### config.mk
export PLATFORM = sky130hd
export DESIGN_NAME = modular_sum_of_products_evaluator
export DESIGN_NICKNAME = d
export VERILOG_FILES = /design/src/msop_pkg.sv /design/src/msop_apb.sv /design/src/msop_unit.sv /design/src/msop_seq.sv /design/src/modular_sum_of_products_evaluator.sv
export SDC_FILE = /design/constraint.sdc
export NUM_CORES = 1
export LEC_CHECK = 0
export ABC_AREA = 1
export BUFFER_PORTS_ARGS = -buffer_cell sky130_fd_sc_hd__buf_2
export CORE_MARGIN = 5
export CORE_UTILIZATION = 59
export DETAILED_ROUTE_END_ITERATION = 16
export PLACE_DENSITY = 0.77
export SETUP_SLACK_MARGIN = 0.5
export SLEW_MARGIN = 0
export SYNTH_ARGS = -nofsm -noshare
export SYNTH_HDL_FRONTEND = slang
export SYNTH_SLANG_ARGS = --single-unit
### constraint.sdc
create_clock -name i_clk -period 10.2 [get_ports i_clk]
set_input_delay 2.04 -clock i_clk [delete_from_list [all_inputs] [get_ports i_clk]]
set_output_delay 2.04 -clock i_clk [all_outputs]
set_load 0.05 [all_outputs]
### src/msop_pkg.sv
// ----------------------------------------------------------------------------
// msop_pkg
// Shared types and constants for the modular sum-of-products evaluator.
// ----------------------------------------------------------------------------
`default_nettype none

package msop_pkg;

    localparam int MOD_W   = 31;
    localparam int OPND_W  = 32;
    localparam int CNT_W   = 5;
    localparam int ADDR_W  = 3;
    localparam int DATA_W  = 32;

    localparam logic [MOD_W-1:0] MODULUS_RESET = 31'd1000000007;

    // Register index of the modulus on the configuration port
    localparam logic REG_MODULUS = 1'b0;

    typedef enum logic [1:0] {
        FN_FIRST = 2'd0,
        FN_SUB   = 2'd1,
        FN_ADD   = 2'd2,
        FN_MUL   = 2'd3
    } t_func;

    typedef enum logic [2:0] {
        S_IDLE,
        S_RSUM,
        S_RCUR,
        S_ROP,
        S_FIX,
        S_APPLY,
        S_MUL,
        S_FIN
    } t_state;

    // Configuration seen by the sequencer
    typedef struct packed {
        logic [MOD_W-1:0] modulus;
        logic             wr;
    } t_cfg;

endpackage

`default_nettype wire

### src/msop_apb.sv
// ----------------------------------------------------------------------------
// msop_apb
// Configuration register file: holds the modulus, flags each write.
// ----------------------------------------------------------------------------
`default_nettype none

module msop_apb
    import msop_pkg::*;
(
    input  wire logic              i_clk,
    input  wire logic              i_rst_n,
    input  wire logic              psel,
    input  wire logic              penable,
    input  wire logic              pwrite,
    input  wire logic [ADDR_W-1:0] paddr,
    input  wire logic [DATA_W-1:0] pwdata,
    output logic      [DATA_W-1:0] prdata,
    output logic                   pready,
    output t_cfg                   o_cfg
);

    logic [MOD_W-1:0] r_modulus;
    logic             wr_en;

    assign pready = 1'b1;
    assign wr_en  = psel && penable && pwrite && (paddr[ADDR_W-1] == REG_MODULUS);

    always_ff @(posedge i_clk) begin
        if (!i_rst_n) begin
            r_modulus <= MODULUS_RESET;
        end else if (wr_en) begin
            r_modulus <= pwdata[MOD_W-1:0];
        end
    end

    always_comb begin
        prdata = '0;
        if (paddr[ADDR_W-1] == REG_MODULUS) begin
            prdata = {{(DATA_W-MOD_W){1'b0}}, r_modulus};
        end
    end

    assign o_cfg.modulus = r_modulus;
    assign o_cfg.wr      = wr_en;

endmodule

`default_nettype wire

### src/msop_unit.sv
// ----------------------------------------------------------------------------
// msop_unit
// Shared modular step unit: one modular add, one double-plus-bit, one negate.
// ----------------------------------------------------------------------------
`default_nettype none

module msop_unit
    import msop_pkg::*;
(
    input  wire logic [MOD_W-1:0] i_mod,
    input  wire logic [MOD_W-1:0] i_a,
    input  wire logic [MOD_W-1:0] i_b,
    input  wire logic [MOD_W-1:0] i_c,
    input  wire logic             i_bit,
    output logic      [MOD_W-1:0] o_add,
    output logic      [MOD_W-1:0] o_dbl,
    output logic      [MOD_W-1:0] o_neg
);

    logic [MOD_W:0] m_ext;
    logic [MOD_W:0] sum_a;
    logic [MOD_W:0] sum_b;
    logic [MOD_W:0] red_a;
    logic [MOD_W:0] red_b;

    assign m_ext = {1'b0, i_mod};

    // a + b, both below the modulus: one conditional subtract
    assign sum_a = {1'b0, i_a} + {1'b0, i_b};
    assign red_a = (sum_a >= m_ext) ? (sum_a - m_ext) : sum_a;
    assign o_add = red_a[MOD_W-1:0];

    // 2c + bit: remainder step when bit is data, doubling when bit is zero
    assign sum_b = {i_c, i_bit};
    assign red_b = (sum_b >= m_ext) ? (sum_b - m_ext) : sum_b;
    assign o_dbl = red_b[MOD_W-1:0];

    assign o_neg = (i_c == '0) ? '0 : (i_mod - i_c);

endmodule

`default_nettype wire

### src/msop_seq.sv
// ----------------------------------------------------------------------------
// msop_seq
// Sequencer and state registers; drives the shared step unit per state.
// ----------------------------------------------------------------------------
`default_nettype none

module msop_seq
    import msop_pkg::*;
(
    input  wire logic              i_clk,
    input  wire logic              i_rst_n,
    input  t_cfg                   i_cfg,
    input  wire logic              i_in_valid,
    output logic                   o_in_ready,
    input  wire logic [1:0]        i_func,
    input  wire logic [OPND_W-1:0] i_operand,
    input  wire logic              i_last,
    output logic                   o_out_valid,
    input  wire logic              i_out_ready,
    output logic      [MOD_W-1:0]  o_value
);

    t_state            r_state, n_state;
    logic [CNT_W-1:0]  r_cnt, n_cnt;
    t_func             r_func, n_func;
    logic              r_last, n_last;
    logic              r_neg, n_neg;
    logic [OPND_W-1:0] r_mag, n_mag;
    logic [OPND_W-1:0] r_x, n_x;
    logic [MOD_W-1:0]  r_rem, n_rem;
    logic [MOD_W-1:0]  r_opnd, n_opnd;
    logic [MOD_W-1:0]  r_sum, n_sum;
    logic [MOD_W-1:0]  r_cur, n_cur;
    logic [MOD_W-1:0]  r_acc, n_acc;
    logic [MOD_W-1:0]  r_b, n_b;
    logic              r_dirty, n_dirty;
    logic              r_out_valid, n_out_valid;
    logic [MOD_W-1:0]  r_value, n_value;

    logic [MOD_W-1:0]  u_a, u_b, u_c;
    logic              u_bit;
    logic [MOD_W-1:0]  u_add, u_dbl, u_neg;
    logic              mod_zero;
    logic              accept;
    logic [OPND_W-1:0] mag_in;

    msop_unit u_unit (
        .i_mod (i_cfg.modulus),
        .i_a   (u_a),
        .i_b   (u_b),
        .i_c   (u_c),
        .i_bit (u_bit),
        .o_add (u_add),
        .o_dbl (u_dbl),
        .o_neg (u_neg)
    );

    // A modulus below two makes every residue zero
    assign mod_zero = (i_cfg.modulus < MOD_W'(2));
    assign accept   = i_in_valid && (r_state == S_IDLE);
    assign mag_in   = i_operand[OPND_W-1] ? (~i_operand + OPND_W'(1)) : i_operand;

    always_ff @(posedge i_clk) begin
        if (!i_rst_n) begin
            r_state     <= S_IDLE;
            r_sum       <= '0;
            r_cur       <= '0;
            r_dirty     <= 1'b0;
            r_out_valid <= 1'b0;
        end else begin
            r_state     <= n_state;
            r_sum       <= n_sum;
            r_cur       <= n_cur;
            r_dirty     <= n_dirty;
            r_out_valid <= n_out_valid;
        end
    end

    always_ff @(posedge i_clk) begin
        r_cnt   <= n_cnt;
        r_func  <= n_func;
        r_last  <= n_last;
        r_neg   <= n_neg;
        r_mag   <= n_mag;
        r_x     <= n_x;
        r_rem   <= n_rem;
        r_opnd  <= n_opnd;
        r_acc   <= n_acc;
        r_b     <= n_b;
        r_value <= n_value;
    end

    always_comb begin
        n_state     = r_state;
        n_cnt       = r_cnt;
        n_func      = r_func;
        n_last      = r_last;
        n_neg       = r_neg;
        n_mag       = r_mag;
        n_x         = r_x;
        n_rem       = r_rem;
        n_opnd      = r_opnd;
        n_sum       = r_sum;
        n_cur       = r_cur;
        n_acc       = r_acc;
        n_b         = r_b;
        n_dirty     = r_dirty || i_cfg.wr;
        n_out_valid = r_out_valid && !i_out_ready;
        n_value     = r_value;

        u_a   = r_sum;
        u_b   = r_cur;
        u_c   = r_rem;
        u_bit = r_x[OPND_W-1];

        unique case (r_state)
            S_IDLE: begin
                if (accept) begin
                    n_func  = t_func'(i_func);
                    n_last  = i_last;
                    n_neg   = i_operand[OPND_W-1] ^ (t_func'(i_func) == FN_SUB);
                    n_mag   = mag_in;
                    n_rem   = '0;
                    n_cnt   = CNT_W'(OPND_W - 1);
                    if (r_dirty) begin
                        n_x     = {{(OPND_W-MOD_W){1'b0}}, r_sum};
                        n_state = S_RSUM;
                    end else begin
                        n_x     = mag_in;
                        n_state = S_ROP;
                    end
                end
            end
            S_RSUM, S_RCUR, S_ROP: begin
                // one remainder bit per cycle, MSB first
                n_rem = u_dbl;
                n_x   = {r_x[OPND_W-2:0], 1'b0};
                n_cnt = r_cnt - CNT_W'(1);
                if (r_cnt == '0) begin
                    n_rem = '0;
                    n_cnt = CNT_W'(OPND_W - 1);
                    if (r_state == S_RSUM) begin
                        n_sum   = u_dbl;
                        n_x     = {{(OPND_W-MOD_W){1'b0}}, r_cur};
                        n_state = S_RCUR;
                    end else if (r_state == S_RCUR) begin
                        n_cur   = u_dbl;
                        n_dirty = i_cfg.wr;
                        n_x     = r_mag;
                        n_state = S_ROP;
                    end else begin
                        n_rem   = u_dbl;
                        n_state = S_FIX;
                    end
                end
            end
            S_FIX: begin
                n_opnd  = r_neg ? u_neg : r_rem;
                n_state = S_APPLY;
            end
            S_APPLY: begin
                case (r_func)
                    FN_FIRST: begin
                        n_sum   = '0;
                        n_cur   = r_opnd;
                        n_state = S_FIN;
                    end
                    FN_SUB, FN_ADD: begin
                        n_sum   = u_add;
                        n_cur   = r_opnd;
                        n_state = S_FIN;
                    end
                    default: begin
                        n_acc   = '0;
                        n_b     = r_cur;
                        n_cnt   = CNT_W'(MOD_W - 1);
                        n_state = S_MUL;
                    end
                endcase
            end
            S_MUL: begin
                // add-and-double, multiplier LSB first
                u_a   = r_acc;
                u_b   = r_b;
                u_c   = r_b;
                u_bit = 1'b0;
                n_acc  = r_opnd[0] ? u_add : r_acc;
                n_b    = u_dbl;
                n_opnd = {1'b0, r_opnd[MOD_W-1:1]};
                n_cnt  = r_cnt - CNT_W'(1);
                if (r_cnt == '0) begin
                    n_cur   = n_acc;
                    n_state = S_FIN;
                end
            end
            S_FIN: begin
                if (!r_last) begin
                    if (mod_zero) begin
                        n_sum = '0;
                        n_cur = '0;
                    end
                    n_state = S_IDLE;
                end else if (!r_out_valid || i_out_ready) begin
                    n_value     = mod_zero ? '0 : u_add;
                    n_out_valid = 1'b1;
                    n_sum       = '0;
                    n_cur       = '0;
                    n_state     = S_IDLE;
                end
            end
            default: begin
                n_state = S_IDLE;
            end
        endcase
    end

    assign o_in_ready  = (r_state == S_IDLE);
    assign o_out_valid = r_out_valid;
    assign o_value     = r_value;

endmodule

`default_nettype wire

### src/modular_sum_of_products_evaluator.sv
// ----------------------------------------------------------------------------
// modular_sum_of_products_evaluator
// Streams signed operands joined by subtract, add and multiply and returns
// the expression value modulo the configured modulus.
//
// Input words (func, operand, last) enter on a valid/ready channel; one word
// is worked on at a time and o_in_ready is low meanwhile. The operand is
// reduced one bit per cycle through a shared modular step unit, and a
// multiply runs add-and-double over 31 multiplier bits on that unit. After
// a modulus write, the next word first reduces the stored sum and term by
// the new modulus. A word with last set produces one result word on the
// output channel; the output register lets the next word be accepted while
// the result waits, and a second result holds the sequencer until the first
// is taken. Reset loads the modulus with 1000000007 and clears sum, term and
// the output valid flag. The user writes the modulus over the APB-style port
// only while the block is idle; the block itself does not enforce this.
// ----------------------------------------------------------------------------
`default_nettype none

module modular_sum_of_products_evaluator
    import msop_pkg::*;
(
    input  wire logic              i_clk,
    input  wire logic              i_rst_n,
    input  wire logic              psel,
    input  wire logic              penable,
    input  wire logic              pwrite,
    input  wire logic [ADDR_W-1:0] paddr,
    input  wire logic [DATA_W-1:0] pwdata,
    output logic      [DATA_W-1:0] prdata,
    output logic                   pready,
    input  wire logic              i_in_valid,
    output logic                   o_in_ready,
    input  wire logic [1:0]        i_func,
    input  wire logic [OPND_W-1:0] i_operand,
    input  wire logic              i_last,
    output logic                   o_out_valid,
    input  wire logic              i_out_ready,
    output logic      [MOD_W-1:0]  o_value
);

    t_cfg cfg;

    msop_apb u_apb (
        .i_clk   (i_clk),
        .i_rst_n (i_rst_n),
        .psel    (psel),
        .penable (penable),
        .pwrite  (pwrite),
        .paddr   (paddr),
        .pwdata  (pwdata),
        .prdata  (prdata),
        .pready  (pready),
        .o_cfg   (cfg)
    );

    msop_seq u_seq (
        .i_clk       (i_clk),
        .i_rst_n     (i_rst_n),
        .i_cfg       (cfg),
        .i_in_valid  (i_in_valid),
        .o_in_ready  (o_in_ready),
        .i_func      (i_func),
        .i_operand   (i_operand),
        .i_last      (i_last),
        .o_out_valid (o_out_valid),
        .i_out_ready (i_out_ready),
        .o_value     (o_value)
    );

endmodule

`default_nettype wire

==> impl_summary.log <==
INFO  metric run_status = finished, final reports clean
INFO  metric synth_seq_cells = between 300 and 400
INFO  metric netlist_area = ~0.025 mm2
INFO  metric finalHoldViolations = 0
INFO  metric synth_ff_type = edfxtp_1
INFO  metric required_time_of_the_critical_path = 10.72 ns
INFO  metric core_region_area = ~0.043 mm2
INFO  metric clk_pin_slew = ~0.060 ns
INFO  metric most-common-layout-cells = 991 x nand2_1, 478 x inv_1, 295 x a21oi_1, 294 x nor2_1, 231 x nand3_1
INFO  metric post_route_cells_drive_above_1_share = 8.89%
INFO  metric rr_startpoint = u_seq.r_state[2]
INFO  metric vias_per_cell = 6.07
INFO  metric finish.instance_area = 0.0278 mm2
INFO  metric worst_skew_pair_latency = around 0.6 ns
INFO  metric internal-power = about 4.4 mW
INFO  metric grt_antenna_before_repair = 6
INFO  metric worst_r2r_path_depth = 25
INFO  metric leading_area_contributor_after_synthesis = edfxtp_1
INFO  metric grt_first_pass_wirelength = 143000 um
INFO  metric fillCellCount = roughly 4000
INFO  metric fp.dieArea = about 0.047 mm2
INFO  metric cp_max_fo = 102
INFO  metric cts_post_setup_buffers_inserted = 0
INFO  metric synth_edf_count = roughly 230
INFO  metric finalWirelength = approximately 98000 um
INFO  metric ctsRootBufferMaster = clkbuf_16
INFO  metric critPathCaptureType = register
INFO  metric io_pins = about 140
INFO  metric synth_top_area_cells = edfxtp_1 27%, nand2_1 15%, dfxtp_1 7.7%, inv_1 7.1%, ha_1 6.3%
INFO  metric final_max_slew_viol_count = 0
INFO  metric starting_density_of_the_core = between 50% and 60%
INFO  metric cts_hold_buf = 0
INFO  metric gp_weighted_congestion = between 1 and 1.5
INFO  metric post-route-drc-count = 0
INFO  metric die_x_extent = 217 um
INFO  metric rrSetupSlack = ~3 ns
INFO  metric cellPowerDensity = between 300 and 400 mW/mm2
INFO  metric sequential_cell_area = about 0.009 mm2
INFO  metric seq_power_share = 23.1%
INFO  metric critical_path_class = register to register
INFO  metric fin_crit_sh = 71.3%
INFO  metric nets = roughly 3900
INFO  metric p_sw_share = 51.5%
INFO  metric yosysTopAreaCellShare = 27.0%
INFO  metric drtAntennaViolNets = 0
INFO  metric syn_to_final_growth = 9.44%
INFO  metric pin_count_of_the_biggest_net_entering_global_routing = slightly above 100
INFO  metric via_count_of_the_first_global_routing_pass = roughly 24000
INFO  metric multi_input_comb_area = 0.0142 mm2
INFO  metric detail_route.first_pass.iterations = 6
INFO  metric timing_worst_slew_pin_value = ~1.2 ns
INFO  metric grtUsageTotal = roughly two fifths
INFO  metric synth.net_count = just under 4000
INFO  metric hp-start = u_seq.r_cur[25]
INFO  metric ir_worst_vdd = 0.000176 V
INFO  metric netlist_instances = 3656
INFO  metric diodes = 0
INFO  metric comb_power_share = 61.1%
INFO  metric cts.sink_count = 326
INFO  metric yosys_warnings = 0
INFO  metric whs = about 0.46 ns
INFO  metric cts_buffers = 39
INFO  metric rows = 76
INFO  metric static-leakage-power = ~14 nW
INFO  metric critical_path.startpoint_type = register
INFO  metric fmaxAchievable = 138 MHz
INFO  metric grt.overflow.total = 0
INFO  metric cp_data_arrival_time = 7.79 ns
INFO  metric reg_top3 = u_seq.r_mag (32), u_seq.r_x (32)
INFO  metric worst_r2r_end = u_seq.r_sum[27]
INFO  metric wl_per_cell = about 23 um
INFO  metric drv.max_cap_violation_count = 0
INFO  metric final.setup_skew = ~0.030 ns
INFO  metric finalSetupTns = 0 ns
INFO  metric dieHeight = roughly 220 um
INFO  metric netlist-cell-type-count = 56
INFO  metric relative_slew_slack = 19.2%
INFO  metric cts_tree = built
INFO  metric final-setup-viol-count = 0
INFO  metric clock_power_share = between 15 and 20%
INFO  metric worst_hold_path.num_cells = 2
INFO  metric port_buffers = between 100 and 150
INFO  metric detailed_place.area = 0.0264 mm2
INFO  metric place_hpwl = between 70000 and 80000 um
INFO  metric timing.hold.worst.class = register to register
INFO  metric drtIter0Drc = 3409
INFO  metric final_common_cell = nand2_1
INFO  metric cts_buffer_depth = 3
INFO  metric timing.final.crit_period = 7.27 ns
INFO  metric min_delay_worst_endpoint = u_seq.r_cur[25]
INFO  metric sw_power = around 4.7 mW
INFO  metric via_count = around 26000
INFO  metric async_flop_share = 0%
INFO  metric synthesis.area_per_instance = a little under 7 um2
INFO  metric synth.yosys.seq_area_share = about a third
INFO  metric grt_setup_unrepaired = false
INFO  metric htree_num_levels = 2
INFO  metric cts.repair.resized = 0
[through the flow]
step	std cells	setup WS (ns)	total power, mW	util, %
after floorplan	3656	4.98	5.68	-
after global placement	4231	3.42	7.38	61.7
after detailed placement	4231	3.42	7.42	61.7
after CTS	4303	3.37	8.87	64.9
after global routing	4303	2.57	9.59	64.9
final	4303	2.93	9.11	64.9
[power by group through the flow]
stage | clock network [mW] | registers, mW | logic (mW)
global placement | 0 | 2.11 | 5.27
global route | 1.50 | 2.11 | 5.97
floorplan | 0 | 2.03 | 3.65
detailed placement | 0 | 2.11 | 5.31
CTS | 1.43 | 2.09 | 5.35
finish | 1.44 | 2.10 | 5.57
[metal layers]
layer	GRT usage (%)	part of all wire (%)	vias to the layer above
met5	0	0.11	-
met3	11.4	13	346
met2	58.3	41	1597
met4	24.6	7.8	18
met1	52.8	39	11900
li1	-	-	12300
[worst max path at each step]
stage / startpoint / endpoint / slack [ns] / cells past startpoint
2_1_floorplan: i_in_valid / u_seq.r_rem[0] / 4.98 / 2
3_3_place_gp: u_seq.r_state[2] / u_seq.r_sum[27] / 3.42 / 30
3_5_place_dp: u_seq.r_state[2] / u_seq.r_sum[27] / 3.42 / 30
4_1_cts: u_seq.r_state[2] / u_seq.r_sum[27] / 3.37 / 30
5_1_grt: u_seq.r_state[2] / u_seq.r_sum[27] / 2.57 / 27
6_report: u_seq.r_state[2] / u_seq.r_sum[27] / 2.93 / 25
[worst max-delay path, stage by stage, from the launching register on]
cell and delay (ns):
dfxtp_1 0.67, nand2_4 0.43, buf_12 0.34, o21ai_0 0.69, ha_1 0.43, nand2_1 0.16, nor2_1 0.21, inv_1 0.07
nor2_1 0.15, inv_1 0.05, o21a_1 0.19, nand2_1 0.06, nand2_1 0.05, nand2_1 0.20, ha_1 0.34, nand2_1 0.17
nor2_1 0.07, nor2_1 0.28, o2111ai_2 0.46, nor2_2 0.85, nand2_1 0.15, nand2_1 0.11, inv_1 0.08, o21ai_0 0.70
o21ai_1 0.10, inv_1 0.07
[layout make-up]
cell class | count | area share, %
sequential | 326 | 31.7
multi-input combinational | 2696 | 51.0
inverter | 499 | 6.75
clock buffer | 57 | 4.27
timing repair buffer | 164 | 3.25
clock inverter | 15 | 0.509
tap | 546 | 2.46
[synth_stat cells, types with 33 or more instances]
master	n
nor3_1	34
xor2_1	58
xnor2_1	41
nand2_1	993
clkbuf_1	109
or2_2	61
o211ai_1	41
nand3_1	231
o21bai_1	36
a21oi_1	295
nand4_1	60
nor2_1	301
inv_1	478
dfxtp_1	98
ha_1	127
o21ai_0	181
o21a_1	33
edfxtp_1	228
[cell families (layout without fill, tap and decap cells)]
kind of cell    count (synthesis)  in the layout  share of synthesized area [%]
simple gates                 1770           1770                           29.8
compound gates                694            694                           15.8
buf+inv                       634            735                           9.69
flops                         326            326                           34.7
fa+ha+maj                     131            131                           6.58
xor+xnor                       99             99                           3.42
other cells                     2              2                         0.0296
Note: power is estimated with default switching activity, not from simulation.
